--- src/hw/rtl/ocm_pkg.sv ---
// Shared types, widths and reset values for the overcurrent limit monitor.
`default_nettype none

package ocm_pkg;

   localparam int LANES      = 4;
   localparam int TIME_W     = 32;
   localparam int VOLT_W     = 13;
   localparam int SCALE_W    = 20;
   localparam int AMP_W      = 16;
   localparam int TOTAL_W    = 18;
   localparam int HOLD_W     = 24;
   localparam int PROD_W     = VOLT_W + SCALE_W;
   localparam int FRAC_W     = 16;
   localparam int CSR_IDX_W  = 3;
   localparam int CSR_DATA_W = 24;

   localparam logic [VOLT_W-1:0]  ZERO_OFFSET_RESET = 13'd2500;
   localparam logic [SCALE_W-1:0] SCALE_RESET       = 20'd354248;
   localparam logic [AMP_W-1:0]   SOFT_LIMIT_RESET  = 16'd3000;
   localparam logic [AMP_W-1:0]   HARD_LIMIT_RESET  = 16'd8000;
   localparam logic [HOLD_W-1:0]  SOFT_HOLD_RESET   = 24'd100000;
   localparam logic [HOLD_W-1:0]  HARD_HOLD_RESET   = 24'd20000;

   typedef enum logic [1:0] {
      LEVEL_OK   = 2'd0,
      LEVEL_SOFT = 2'd1,
      LEVEL_HARD = 2'd2
   } level_type;

   typedef enum logic [CSR_IDX_W-1:0] {
      CSR_ZERO_OFFSET = 3'd0,
      CSR_SCALE       = 3'd1,
      CSR_SOFT_LIMIT  = 3'd2,
      CSR_HARD_LIMIT  = 3'd3,
      CSR_SOFT_HOLD   = 3'd4,
      CSR_HARD_HOLD   = 3'd5
   } csr_index_type;

   typedef logic [VOLT_W-1:0] volt_type;
   typedef logic [AMP_W-1:0]  amp_type;

   typedef struct packed {
      logic [VOLT_W-1:0]  zero_offset;
      logic [SCALE_W-1:0] scale;
      logic [AMP_W-1:0]   soft_limit;
      logic [AMP_W-1:0]   hard_limit;
      logic [HOLD_W-1:0]  soft_hold;
      logic [HOLD_W-1:0]  hard_hold;
   } cfg_type;

   typedef struct packed {
      logic [TIME_W-1:0]    time_us;
      amp_type [LANES-1:0]  amps;
   } mid_item_type;

   typedef struct packed {
      amp_type [LANES-1:0]   amps;
      logic [TOTAL_W-1:0]    total;
      logic [LANES-1:0]      flags;
      level_type [LANES-1:0] levels;
      logic                  estop;
   } rsp_item_type;

endpackage

`default_nettype wire

--- src/hw/rtl/overcurrent_limit_monitor_top.sv ---
// Top level of the four-channel two-level overcurrent limit monitor.
`default_nettype none

// Takes one request per clock cycle while full is low and returns one result per request, in order.
// A request enters the front end, which registers the product of each
// channel's voltage offset and the scale factor. The saturated currents then wait
// in a four-entry queue. The back end updates the channel timers and levels for
// one request per cycle while the result queue is not full, and writes a two-entry
// result queue; requests pass the front register, middle queue and result queue.
// full rises only once the middle queue and the front register are both occupied.
// The configuration port is always ready; registers should be written while the
// block holds no request.
module overcurrent_limit_monitor_top #(
   parameter int NUM_CHANNELS = 4
) (
   input  wire logic                              clock,
   input  wire logic                              reset,
   input  wire logic                              push,
   output logic                                   full,
   input  wire logic [31:0]                       req_time_us,
   input  wire logic [12:0]                       req_volts_a,
   input  wire logic [12:0]                       req_volts_b,
   input  wire logic [12:0]                       req_volts_c,
   input  wire logic [12:0]                       req_volts_d,
   output logic                                   empty,
   input  wire logic                              pop,
   output logic [15:0]                            rsp_amps_a,
   output logic [15:0]                            rsp_amps_b,
   output logic [15:0]                            rsp_amps_c,
   output logic [15:0]                            rsp_amps_d,
   output logic [17:0]                            rsp_total_ma,
   output logic [3:0]                             rsp_limit_flags,
   output logic [1:0]                             rsp_level_a,
   output logic [1:0]                             rsp_level_b,
   output logic [1:0]                             rsp_level_c,
   output logic [1:0]                             rsp_level_d,
   output logic                                   rsp_estop_request,
   input  wire logic                              valid,
   output logic                                   ready,
   input  wire logic [ocm_pkg::CSR_IDX_W-1:0]     csr_index,
   input  wire logic [ocm_pkg::CSR_DATA_W-1:0]    csr_data
);
   import ocm_pkg::*;

   localparam int MID_W = $bits(mid_item_type);
   localparam int RSP_W = $bits(rsp_item_type);

   cfg_type                cfg_ff, cfg_in;
   csr_index_type          csr_sel;
   volt_type [LANES-1:0]   volts;
   logic                   front_ready;
   logic                   mid_push, mid_full, mid_empty, mid_pop;
   mid_item_type           mid_wr_item, mid_rd_item;
   logic [MID_W-1:0]       mid_head;
   logic                   out_push, out_full;
   rsp_item_type           out_wr_item, out_rd_item;
   logic [RSP_W-1:0]       out_head;

   assign ready   = 1'b1;
   assign csr_sel = csr_index_type'(csr_index);

   always_comb begin
      cfg_in = cfg_ff;
      if (valid) begin
         case (csr_sel)
            CSR_ZERO_OFFSET: cfg_in.zero_offset = csr_data[VOLT_W-1:0];
            CSR_SCALE:       cfg_in.scale       = csr_data[SCALE_W-1:0];
            CSR_SOFT_LIMIT:  cfg_in.soft_limit  = csr_data[AMP_W-1:0];
            CSR_HARD_LIMIT:  cfg_in.hard_limit  = csr_data[AMP_W-1:0];
            CSR_SOFT_HOLD:   cfg_in.soft_hold   = csr_data[HOLD_W-1:0];
            CSR_HARD_HOLD:   cfg_in.hard_hold   = csr_data[HOLD_W-1:0];
            default:         cfg_in = cfg_ff;
         endcase
      end
   end

   always_ff @(posedge clock) begin
      if (reset) begin
         cfg_ff.zero_offset <= ZERO_OFFSET_RESET;
         cfg_ff.scale       <= SCALE_RESET;
         cfg_ff.soft_limit  <= SOFT_LIMIT_RESET;
         cfg_ff.hard_limit  <= HARD_LIMIT_RESET;
         cfg_ff.soft_hold   <= SOFT_HOLD_RESET;
         cfg_ff.hard_hold   <= HARD_HOLD_RESET;
      end else begin
         cfg_ff <= cfg_in;
      end
   end

   assign volts[0] = req_volts_a;
   assign volts[1] = req_volts_b;
   assign volts[2] = req_volts_c;
   assign volts[3] = req_volts_d;
   assign full     = !front_ready;

   ocm_front #(
      .NUM_CHANNELS(NUM_CHANNELS)
   ) u_front (
      .clock    (clock),
      .reset    (reset),
      .in_valid (push),
      .in_ready (front_ready),
      .in_time  (req_time_us),
      .in_volts (volts),
      .cfg      (cfg_ff),
      .mid_push (mid_push),
      .mid_item (mid_wr_item),
      .mid_full (mid_full)
   );

   ocm_queue #(
      .WIDTH(MID_W),
      .DEPTH(4)
   ) u_mid_queue (
      .clock     (clock),
      .reset     (reset),
      .push      (mid_push),
      .push_data (mid_wr_item),
      .full      (mid_full),
      .pop       (mid_pop),
      .empty     (mid_empty),
      .head      (mid_head)
   );

   assign mid_rd_item = mid_item_type'(mid_head);

   ocm_back #(
      .NUM_CHANNELS(NUM_CHANNELS)
   ) u_back (
      .clock     (clock),
      .reset     (reset),
      .cfg       (cfg_ff),
      .mid_valid (!mid_empty),
      .mid_item  (mid_rd_item),
      .mid_pop   (mid_pop),
      .out_full  (out_full),
      .out_push  (out_push),
      .out_item  (out_wr_item)
   );

   ocm_queue #(
      .WIDTH(RSP_W),
      .DEPTH(2)
   ) u_rsp_queue (
      .clock     (clock),
      .reset     (reset),
      .push      (out_push),
      .push_data (out_wr_item),
      .full      (out_full),
      .pop       (pop),
      .empty     (empty),
      .head      (out_head)
   );

   assign out_rd_item       = rsp_item_type'(out_head);
   assign rsp_amps_a        = out_rd_item.amps[0];
   assign rsp_amps_b        = out_rd_item.amps[1];
   assign rsp_amps_c        = out_rd_item.amps[2];
   assign rsp_amps_d        = out_rd_item.amps[3];
   assign rsp_total_ma      = out_rd_item.total;
   assign rsp_limit_flags   = out_rd_item.flags;
   assign rsp_level_a       = out_rd_item.levels[0];
   assign rsp_level_b       = out_rd_item.levels[1];
   assign rsp_level_c       = out_rd_item.levels[2];
   assign rsp_level_d       = out_rd_item.levels[3];
   assign rsp_estop_request = out_rd_item.estop;

endmodule

`default_nettype wire

--- src/hw/rtl/ocm_queue.sv ---
// Small first-in first-out queue of fixed-width words.
`default_nettype none

module ocm_queue #(
   parameter int WIDTH = 8,
   parameter int DEPTH = 4
) (
   input  wire logic             clock,
   input  wire logic             reset,
   input  wire logic             push,
   input  wire logic [WIDTH-1:0] push_data,
   output logic                  full,
   input  wire logic             pop,
   output logic                  empty,
   output logic [WIDTH-1:0]      head
);
   localparam int PW = (DEPTH > 1) ? $clog2(DEPTH) : 1;
   localparam int CW = $clog2(DEPTH + 1);

   logic [WIDTH-1:0] mem_ff [DEPTH];
   logic [PW-1:0]    wr_ptr_ff, wr_ptr_in;
   logic [PW-1:0]    rd_ptr_ff, rd_ptr_in;
   logic [CW-1:0]    count_ff, count_in;
   logic             do_push, do_pop;

   assign full    = (count_ff == CW'(DEPTH));
   assign empty   = (count_ff == '0);
   assign do_push = push && !full;
   assign do_pop  = pop && !empty;
   assign head    = mem_ff[rd_ptr_ff];

   always_comb begin
      wr_ptr_in = wr_ptr_ff;
      rd_ptr_in = rd_ptr_ff;
      if (do_push) begin
         wr_ptr_in = (wr_ptr_ff == PW'(DEPTH - 1)) ? '0 : wr_ptr_ff + 1'b1;
      end
      if (do_pop) begin
         rd_ptr_in = (rd_ptr_ff == PW'(DEPTH - 1)) ? '0 : rd_ptr_ff + 1'b1;
      end
      count_in = count_ff + CW'(do_push) - CW'(do_pop);
   end

   always_ff @(posedge clock) begin
      if (reset) begin
         wr_ptr_ff <= '0;
         rd_ptr_ff <= '0;
         count_ff  <= '0;
      end else begin
         wr_ptr_ff <= wr_ptr_in;
         rd_ptr_ff <= rd_ptr_in;
         count_ff  <= count_in;
      end
   end

   always_ff @(posedge clock) begin
      if (do_push) begin
         mem_ff[wr_ptr_ff] <= push_data;
      end
   end

endmodule

`default_nettype wire

--- src/hw/rtl/ocm_front.sv ---
// Front end: takes requests, converts each voltage into a saturated current.
`default_nettype none

module ocm_front #(
   parameter int NUM_CHANNELS = 4
) (
   input  wire logic                                     clock,
   input  wire logic                                     reset,
   input  wire logic                                     in_valid,
   output logic                                          in_ready,
   input  wire logic [ocm_pkg::TIME_W-1:0]               in_time,
   input  wire ocm_pkg::volt_type [ocm_pkg::LANES-1:0]   in_volts,
   input  wire ocm_pkg::cfg_type                         cfg,
   output logic                                          mid_push,
   output ocm_pkg::mid_item_type                         mid_item,
   input  wire logic                                     mid_full
);
   import ocm_pkg::*;

   logic                vld_ff, vld_in;
   logic [TIME_W-1:0]   time_ff;
   logic [PROD_W-1:0]   prod_ff [LANES];
   logic [PROD_W-1:0]   prod_in [LANES];
   logic [VOLT_W-1:0]   diff [LANES];
   logic                load;

   assign in_ready = !vld_ff || !mid_full;
   assign load     = in_valid && in_ready;
   assign mid_push = vld_ff && !mid_full;

   always_comb begin
      vld_in = in_ready ? in_valid : vld_ff;
   end

   // One multiplier per channel; unused lanes hold a zero product.
   always_comb begin
      for (int i = 0; i < LANES; i++) begin
         diff[i] = (in_volts[i] >= cfg.zero_offset) ? in_volts[i] - cfg.zero_offset
                                                    : cfg.zero_offset - in_volts[i];
         if (i < NUM_CHANNELS) begin
            prod_in[i] = PROD_W'(diff[i]) * PROD_W'(cfg.scale);
         end else begin
            prod_in[i] = '0;
         end
      end
   end

   always_ff @(posedge clock) begin
      if (reset) begin
         vld_ff <= 1'b0;
      end else begin
         vld_ff <= vld_in;
      end
   end

   always_ff @(posedge clock) begin
      if (load) begin
         time_ff <= in_time;
         for (int i = 0; i < LANES; i++) begin
            prod_ff[i] <= prod_in[i];
         end
      end
   end

   // Drop the fraction and clamp anything above the current range.
   always_comb begin
      mid_item.time_us = time_ff;
      for (int i = 0; i < LANES; i++) begin
         if (|prod_ff[i][PROD_W-1:FRAC_W+AMP_W]) begin
            mid_item.amps[i] = '1;
         end else begin
            mid_item.amps[i] = prod_ff[i][FRAC_W+AMP_W-1:FRAC_W];
         end
      end
   end

endmodule

`default_nettype wire

--- src/hw/rtl/ocm_back.sv ---
// Back end: per-channel limit timers, levels, flags and the result word.
`default_nettype none

module ocm_back #(
   parameter int NUM_CHANNELS = 4
) (
   input  wire logic                    clock,
   input  wire logic                    reset,
   input  wire ocm_pkg::cfg_type        cfg,
   input  wire logic                    mid_valid,
   input  wire ocm_pkg::mid_item_type   mid_item,
   output logic                         mid_pop,
   input  wire logic                    out_full,
   output logic                         out_push,
   output ocm_pkg::rsp_item_type        out_item
);
   import ocm_pkg::*;

   level_type         level_ff [LANES];
   level_type         level_in [LANES];
   logic              armed_ff [LANES];
   logic              armed_in [LANES];
   logic [TIME_W-1:0] arm_time_ff [LANES];
   logic [TIME_W-1:0] arm_time_in [LANES];
   logic [TIME_W-1:0] elapsed [LANES];
   logic [LANES-1:0]  hard_hit;
   logic [LANES-1:0]  flag_hit;
   logic              go;

   assign go       = mid_valid && !out_full;
   assign mid_pop  = go;
   assign out_push = go;

   // The hard limit is checked first; an armed channel keeps its original arm time.
   always_comb begin
      for (int i = 0; i < LANES; i++) begin
         level_in[i]    = level_ff[i];
         armed_in[i]    = armed_ff[i];
         arm_time_in[i] = arm_time_ff[i];
         hard_hit[i]    = 1'b0;
         flag_hit[i]    = 1'b0;
         elapsed[i]     = mid_item.time_us - arm_time_ff[i];
         if (i < NUM_CHANNELS) begin
            if (mid_item.amps[i] >= cfg.hard_limit) begin
               if (!armed_ff[i]) begin
                  armed_in[i]    = 1'b1;
                  arm_time_in[i] = mid_item.time_us;
               end else if (elapsed[i] >= TIME_W'(cfg.hard_hold)) begin
                  level_in[i] = LEVEL_HARD;
                  flag_hit[i] = 1'b1;
                  hard_hit[i] = 1'b1;
               end
            end else if (mid_item.amps[i] >= cfg.soft_limit) begin
               if (!armed_ff[i]) begin
                  armed_in[i]    = 1'b1;
                  arm_time_in[i] = mid_item.time_us;
               end else if (elapsed[i] >= TIME_W'(cfg.soft_hold)) begin
                  level_in[i] = LEVEL_SOFT;
                  flag_hit[i] = 1'b1;
               end
            end else begin
               armed_in[i]    = 1'b0;
               arm_time_in[i] = '0;
               level_in[i]    = LEVEL_OK;
            end
         end
      end
   end

   always_comb begin
      out_item.amps  = mid_item.amps;
      out_item.flags = flag_hit;
      out_item.estop = |hard_hit;
      out_item.total = '0;
      for (int i = 0; i < LANES; i++) begin
         out_item.total  = out_item.total + TOTAL_W'(mid_item.amps[i]);
         out_item.levels[i] = level_in[i];
      end
   end

   always_ff @(posedge clock) begin
      if (reset) begin
         for (int i = 0; i < LANES; i++) begin
            level_ff[i]    <= LEVEL_OK;
            armed_ff[i]    <= 1'b0;
            arm_time_ff[i] <= '0;
         end
      end else if (go) begin
         for (int i = 0; i < LANES; i++) begin
            level_ff[i]    <= level_in[i];
            armed_ff[i]    <= armed_in[i];
            arm_time_ff[i] <= arm_time_in[i];
         end
      end
   end

endmodule

`default_nettype wire
--- config.mk ---
export PLATFORM = sky130hd
export DESIGN_NAME = overcurrent_limit_monitor_top
export DESIGN_NICKNAME = d
export VERILOG_FILES = /design/src/hw/rtl/ocm_pkg.sv /design/src/hw/rtl/overcurrent_limit_monitor_top.sv /design/src/hw/rtl/ocm_queue.sv /design/src/hw/rtl/ocm_front.sv /design/src/hw/rtl/ocm_back.sv
export SDC_FILE = /design/constraint.sdc
export NUM_CORES = 2
export LEC_CHECK = 0
export BUFFER_PORTS_ARGS = -buffer_cell sky130_fd_sc_hd__buf_2
export CAP_MARGIN = 15
export CORE_ASPECT_RATIO = 0.6
export CORE_MARGIN = 2
export CORE_UTILIZATION = 30
export CTS_BUF_LIST = sky130_fd_sc_hd__clkbuf_16
export CTS_CLUSTER_DIAMETER = 30
export DETAILED_ROUTE_END_ITERATION = 8
export PLACE_DENSITY = 0.49
export RECOVER_POWER = 100
export SLEW_MARGIN = 25
export SYNTH_ARGS = -nofsm -noshare
export SYNTH_HDL_FRONTEND = slang
export SYNTH_HIERARCHICAL = 1
export SYNTH_SLANG_ARGS = --single-unit
--- constraint.sdc ---
create_clock -name clock -period 12 [get_ports clock]
set_clock_uncertainty 0.2 [all_clocks]
set_input_delay 3 -clock clock [delete_from_list [all_inputs] [get_ports clock]]
set_output_delay 3 -clock clock [all_outputs]
set_load 0.01 [all_outputs]
## After elaboration in Yosys (flattened, before gate mapping)

Memories as Yosys holds them, arrays and structs flattened. A register that Yosys moved wholly into a read port is not among the register bits.
Cells that the tools add are included.

| word-level totals | value |
|---|---|
| output and inout bits | 98 |
| bits in writable memories | 846 |
| memories kept | 6 |
| input bits | 116 |
| logic and storage cells | 223 |
| bits in registers | 157 |

Memory list:

| memory | depth | bits a word | read ports | clocked after Yosys merged registers in | wr ports | RTL line | RTL |
|---|---|---|---|---|---|---|---|
| u_mid_queue.mem_ff | 4 | 96 | 1 | 1 | 1 | ocm_queue.sv:20 | `logic [WIDTH-1:0] mem_ff [DEPTH];` |
| u_rsp_queue.mem_ff | 2 | 95 | 1 | 1 | 1 | ocm_queue.sv:20 |  |
| u_front.prod_ff | 4 | 33 | 4 | 0 | 4 | ocm_front.sv:22 | `logic [PROD_W-1:0] prod_ff [LANES];` |
| u_back.arm_time_ff | 4 | 32 | 4 | 0 | 4 | ocm_back.sv:23 | `logic [TIME_W-1:0] arm_time_ff [LANES];` |
| u_back.level_ff | 4 | 2 | 4 | 0 | 4 | ocm_back.sv:19 | `level_type level_ff [LANES];` |
| u_back.armed_ff | 4 | 1 | 4 | 0 | 4 | ocm_back.sv:21 | `logic armed_ff [LANES];` |

| operators by class | value |
|---|---|
| eq/ne operators | 9 |
| reduce and logical (&&, ||, !) cells | 24 |
| add/sub/neg operators | 23 |
| magnitude comparators | 20 |
| multiply operators | 4 |
| muxes and demuxes | 111 |
| bitwise operators | 12 |

Operator list:

| kind | count |
|---|---|
| 2-to-1 mux 32 bit | 16 |
| >= comparator 32 x 24 -> 1 bit | 8 |
| multiplier 13 x 20 -> 33 bit | 4 |
| >= comparator 16 bit | 8 |
| subtractor 32 bit | 4 |
| subtractor 13 bit | 8 |
| 2-to-1 mux 16 bit | 4 |
| 2-to-1 mux 2 bit | 32 |
| 2-to-1 mux 1 bit | 55 |
| >= comparator 13 bit | 4 |
| 2-to-1 mux 13 bit | 4 |
| adder 18 x 16 -> 18 bit | 2 |
| adder 16 x 16 -> 17 bit | 1 |
| bitwise OR 1 bit | 12 |
| AND reduction 2 bit | 6 |
| equality test 3 bit, second input constant | 3 |
| logical AND 1 bit | 7 |
| equality test 2 bit, second input constant | 3 |
| equality test 3 x 2 -> 1 bit, second input constant | 2 |
| zero test 1 bit | 6 |
| zero test 3 bit | 2 |
| adder 2 x 1 -> 2 bit, second input constant | 2 |
| OR reduction 4 bit | 1 |
| adder 3 x 1 -> 3 bit | 1 |
| 7 further kinds | 8 |

## Logic depth before layout (Yosys ltp)

An unclocked memory read counts as a cell.

| depth | value |
|---|---|
| word-level depth | 8 |
| mapped depth | 36 |
| gate-level depth less buffers | 35 |

## Cells and area by module

Netlist, hierarchy kept.

By module, submodules not included:

| module | seq. area each (sq um) | instances | area each (sq um) | cells each |
|---|---|---|---|---|
| ocm_front | 3,022.9 | 1 | 41,059.4 | 4,736 |
| ocm_back | 4,204.0 | 1 | 22,227.6 | 2,565 |
| ocm_queue at u_mid_queue | 11,711.2 | 1 | 14,330.0 | 553 |
| ocm_queue at u_rsp_queue | 5,805.6 | 1 | 7,298.2 | 323 |
| overcurrent_limit_monitor_top | 2,262.2 | 1 | 4,523.1 | 428 |

## Worst setup path before layout

No wires, ideal clock.

| timing | value |
|---|---|
| path kind | input port to flip-flop |
| start point | in req_volts_c[10] |
| end point | mem u_front/prod_ff[2][32] in the netlist's numbering (data pin) |
| arrival time | 10.495 ns |
| setup time | 0.262 ns |
| buffers on the path | 2 |
| slack | 1.043 ns |
| cell stages on the path | 32 |
| required time | 11.538 ns |
| path through | inv_1 > ha_1 > a21oi_1 > nor2_1 > o21a_1 > or3_1 > nor2_1 > mux2_2 > o2bb2a_1 > a31oi_1 > or3_1 > clkbuf_1 > and3_1 > fa_1 > fa_1 > fa_1 > fa_1 > inv_1 > fa_1 > inv_1 > ha_1 > clkbuf_1 > a21o_1 > a21o_1 > a21oi_1 > o21ai_0 > a21o_1 > a221oi_1 > o21ai_0 > a2111oi_0 > nor3_1 > xnor2_1 |

RTL lines:

| what | RTL line | RTL |
|---|---|---|
| start: declaration | overcurrent_limit_monitor_top.sv:23 | `input wire logic [12:0] req_volts_c,` |
| end: declaration | ocm_front.sv:22 |  |

==> reports/results.tsv <==
stage	metric	value	unit
run_status	status	complete, but fails checks	
run_status	failing checks	capacitance limit, slew limit	
yosys	Post-Synthesis Cells	8605	
place	routability cong.	0.925	
sta	worst setup margin	0.786	ns
sta	endpoints failing hold	0	
floorplanning	Core Region	0.297	sq mm
yosys	Synth top area share	0.273	
floorplanning	# IOs	214	
global_routing	initial antenna violation count	19	
global_routing	first-pass GRT wire length	413000	um
setup_path	Arrival @ worst endpoint	11.55	ns
yosys	Post-Syn Area	0.0894	sq mm
sta	Slew HR	-2.17	
clock_network	Clk Latency, worst-skew pair	0.78	ns
layout	fin nets	10476	
min_path	worst min path class	reg2reg	
sta	Final Setup Violations	0	
yosys	adder-cell share of the synthesized area	0.308	
setup_path	Crit. End Element	flip-flop	
yosys	xor-xnor portion of the synthesized cell area	0.0220	
setup_path	CP Data Required Time	12.34	ns
routing	post-route ant nets	0	
routing	vias per cell	4.91	
yosys	Compound-Gate Fraction of Synth Area	0.0838	
clock_network	CTS Hold Bufs	0	
yosys	FFs w/ async S/R, synth	0	
layout	most common cell after layout, fill and taps aside	inv_1	
layout	layout cells sized above 1	0.0955	
floorplanning	Initial Utilization	0.301	
clock_network	clk buf depth	4	
clock_network	clock slew at reported path FFs	0.06	ns
setup_path	CP peak stage delay	0.56	ns
routing	metal3 WL	17700	um
setup_path	crit-path max FO	15	
yosys	Yosys warning count	6	
layout	area taken by multi-input logic gates	0.0552	sq mm
layout	fin area	0.0991	sq mm
yosys	top cells by area, synth	edfxtp_1 27%, fa_1 19%, ha_1 12%	
routing	Iter 0 DRT Violations	5150	
sta	shortest clock period the worst path allows after layout	11.21	ns
routing	# DRC	0	
routing	met1 WL	143000	um
global_routing	GRT Util Overall	0.180	
yosys	FF+latch count, synth	942	
layout	Area Overhead vs Synth	10.8	%
clock_network	total CTS buffers	149	
sta	Final Max Slew Viols	1256	
sta	Worst-Margin Slew	4.76	ns
yosys	distinct cell type count after synthesis	106	
routing	TritonRoute pass-1 iters	5	
routing	final wirelength	274000	um
global_routing	grt total ovfl	0	
run	# Max-Cap Violations	31	
clock_network	CTS root buf	clkbuf_16	
global_routing	vias in the first global route	63411	
floorplanning	chip height	427	um
place	pre-CTS setup slack	0.192	ns
layout	Seq. cell area	0.0270	sq mm
setup_path	crit path max-delay cell type	o311ai_0	
setup_path	Crit Path Class	in2reg	
yosys	area leader, netlist	edfxtp_1	
global_routing	largest net degree at the start of global routing	73	
routing	routed length on met2	110000	um
clock_network	setup bufs post-CTS	0	
routing	uppermost layer routed	met4	
setup_path	Top cell by count, worst path	fa_1	
yosys	Mean Syn Cell Area	10.4	sq um
yosys	simple-gate share of the synthesized area	0.127	
clock_network	TritonCTS clock tree	built	
layout	most frequent cells in the layout	1328 x inv_1, 866 x ha_1, 833 x fa_1, 814 x edfxtp_1, 783 x nand2_1	
clock_network	Gates resized, CTS repair	0	
floorplanning	die width	709	um
clock_network	CTS H-tree lvls	4	
yosys	Seq/Total Area, Yosys	0.302	
place	port bufs	212	
sta	setup TNS	0	ns
yosys	Post-synth EDFFs	814	
floorplanning	die area	0.303	sq mm
clock_network	clock sink total	942	
setup_path	Reg2Reg Setup Slack	1.53	ns
sta	Tcrit/Tclk final	0.935	
place	dpl hpwl	217000	um
yosys	largest family of logic cells by synthesized area	adder cells	
sta	RSZ-0062 raised after global routing	false	
layout	filler cell count	30119	
routing	DR WL/cell	21.5	um
yosys	Mapped Nets	10420	
sta	FMAX	0.0892	GHz
yosys	post-synthesis mux area share	0.0771	
place	placed cell areas	0.0947	sq mm
setup_path	CP Launch Type	input pin	
floorplanning	Core Rows	155	
routing	via count	62780	
yosys	Post-synth top flop	edfxtp_1	
cells in the mapped netlist (210+ instances only):
master / count
o21ai_0: 210
mux2i_1: 309
ha_1: 866
a21oi_1: 327
inv_1: 1315
clkbuf_1: 325
nor2_1: 370
a21o_1: 230
nand2_1: 783
fa_1: 833
nand2b_1: 238
edfxtp_1: 814
and2_1: 321
critical path: cells and delay by family:
kind / cells / cell delay [ns]
buffers and inverters: 6 / 0.69
and+or+nand+nor: 6 / 1.47
adders and majority gates: 7 / 3.20
AOI/OAI and AO/OA: 13 / 3.03
xor gates and xnor gates: 1 / 0.13
per-stage QoR:
| step | std cells | hold WS [ns] | utilization |
|---|---|---|---|
| after global placement | 12508 | 0.261 | 0.319 |
| after floorplan | 8605 | 0.247 | - |
| after CTS | 12768 | 0.274 | 0.335 |
| after detailed placement | 12510 | 0.264 | 0.319 |
| final | 12776 | 0.274 | 0.334 |
| after global routing | 12772 | 0.297 | 0.334 |
logic make-up after synthesis:
kind of cell / count (synthesis)
AO/OA/AOI/OAI: 1147
XOR/XNOR: 225
adder cells (fa/ha/maj): 1699
buffers and inverters: 1780
flip-flops: 942
multiplexers: 534
other: 1
AND/OR/NAND/NOR: 2277
registers in the layout, summed over array words and instances, names as in the netlist, named ones only:
| name | count |
|---|---|
| u_mid_queue/mem_ff | 384 |
| u_rsp_queue/mem_ff | 190 |
| u_back/arm_time_ff | 128 |
| cfg_ff | 113 |
| u_front/prod_ff | 68 |
| u_front/time_ff | 32 |
| u_back/level_ff | 8 |
| u_back/armed_ff | 4 |
| u_mid_queue/count_ff | 3 |
| u_mid_queue/rd_ptr_ff | 2 |
| u_mid_queue/wr_ptr_ff | 2 |
| u_rsp_queue/count_ff | 2 |
| u_front/vld_ff | 1 |
| u_rsp_queue/rd_ptr_ff | 1 |
| u_rsp_queue/wr_ptr_ff | 1 |
cell type report:
class                      instances  share of cell area
antenna                            5            0.000126
multi-input combinational       5883               0.557
clock inverter                   106              0.0106
inverter                        1316              0.0499
sequential                       942               0.273
tap                             4003              0.0505
clock buffer                     152              0.0384
timing repair buffer             369              0.0209
final timing paths:
kind                                      start  cells past startpoint                endpoint
worst max-delay path            req_volts_b[10]                     33  u_front/prod_ff[1][26]
worst min-delay path                 cfg_ff[46]                      2              cfg_ff[46]
worst max register to register        flip-flop                     21   u_back/level_ff[1][1]
worst min register to register       cfg_ff[46]                      2              cfg_ff[46]
layer usage:
| layer | global-route usage | vias up |
|---|---|---|
| met5 | 0 | - |
| met4 | 0.0233 | 0 |
| met3 | 0.0236 | 239 |
| met2 | 0.259 | 1973 |
| met1 | 0.289 | 31620 |
| li1 | - | 28948 |
Power is left out: the tool's default activity adds up to more than one toggle a clock period on the data nets, which glitch-free logic cannot reach.
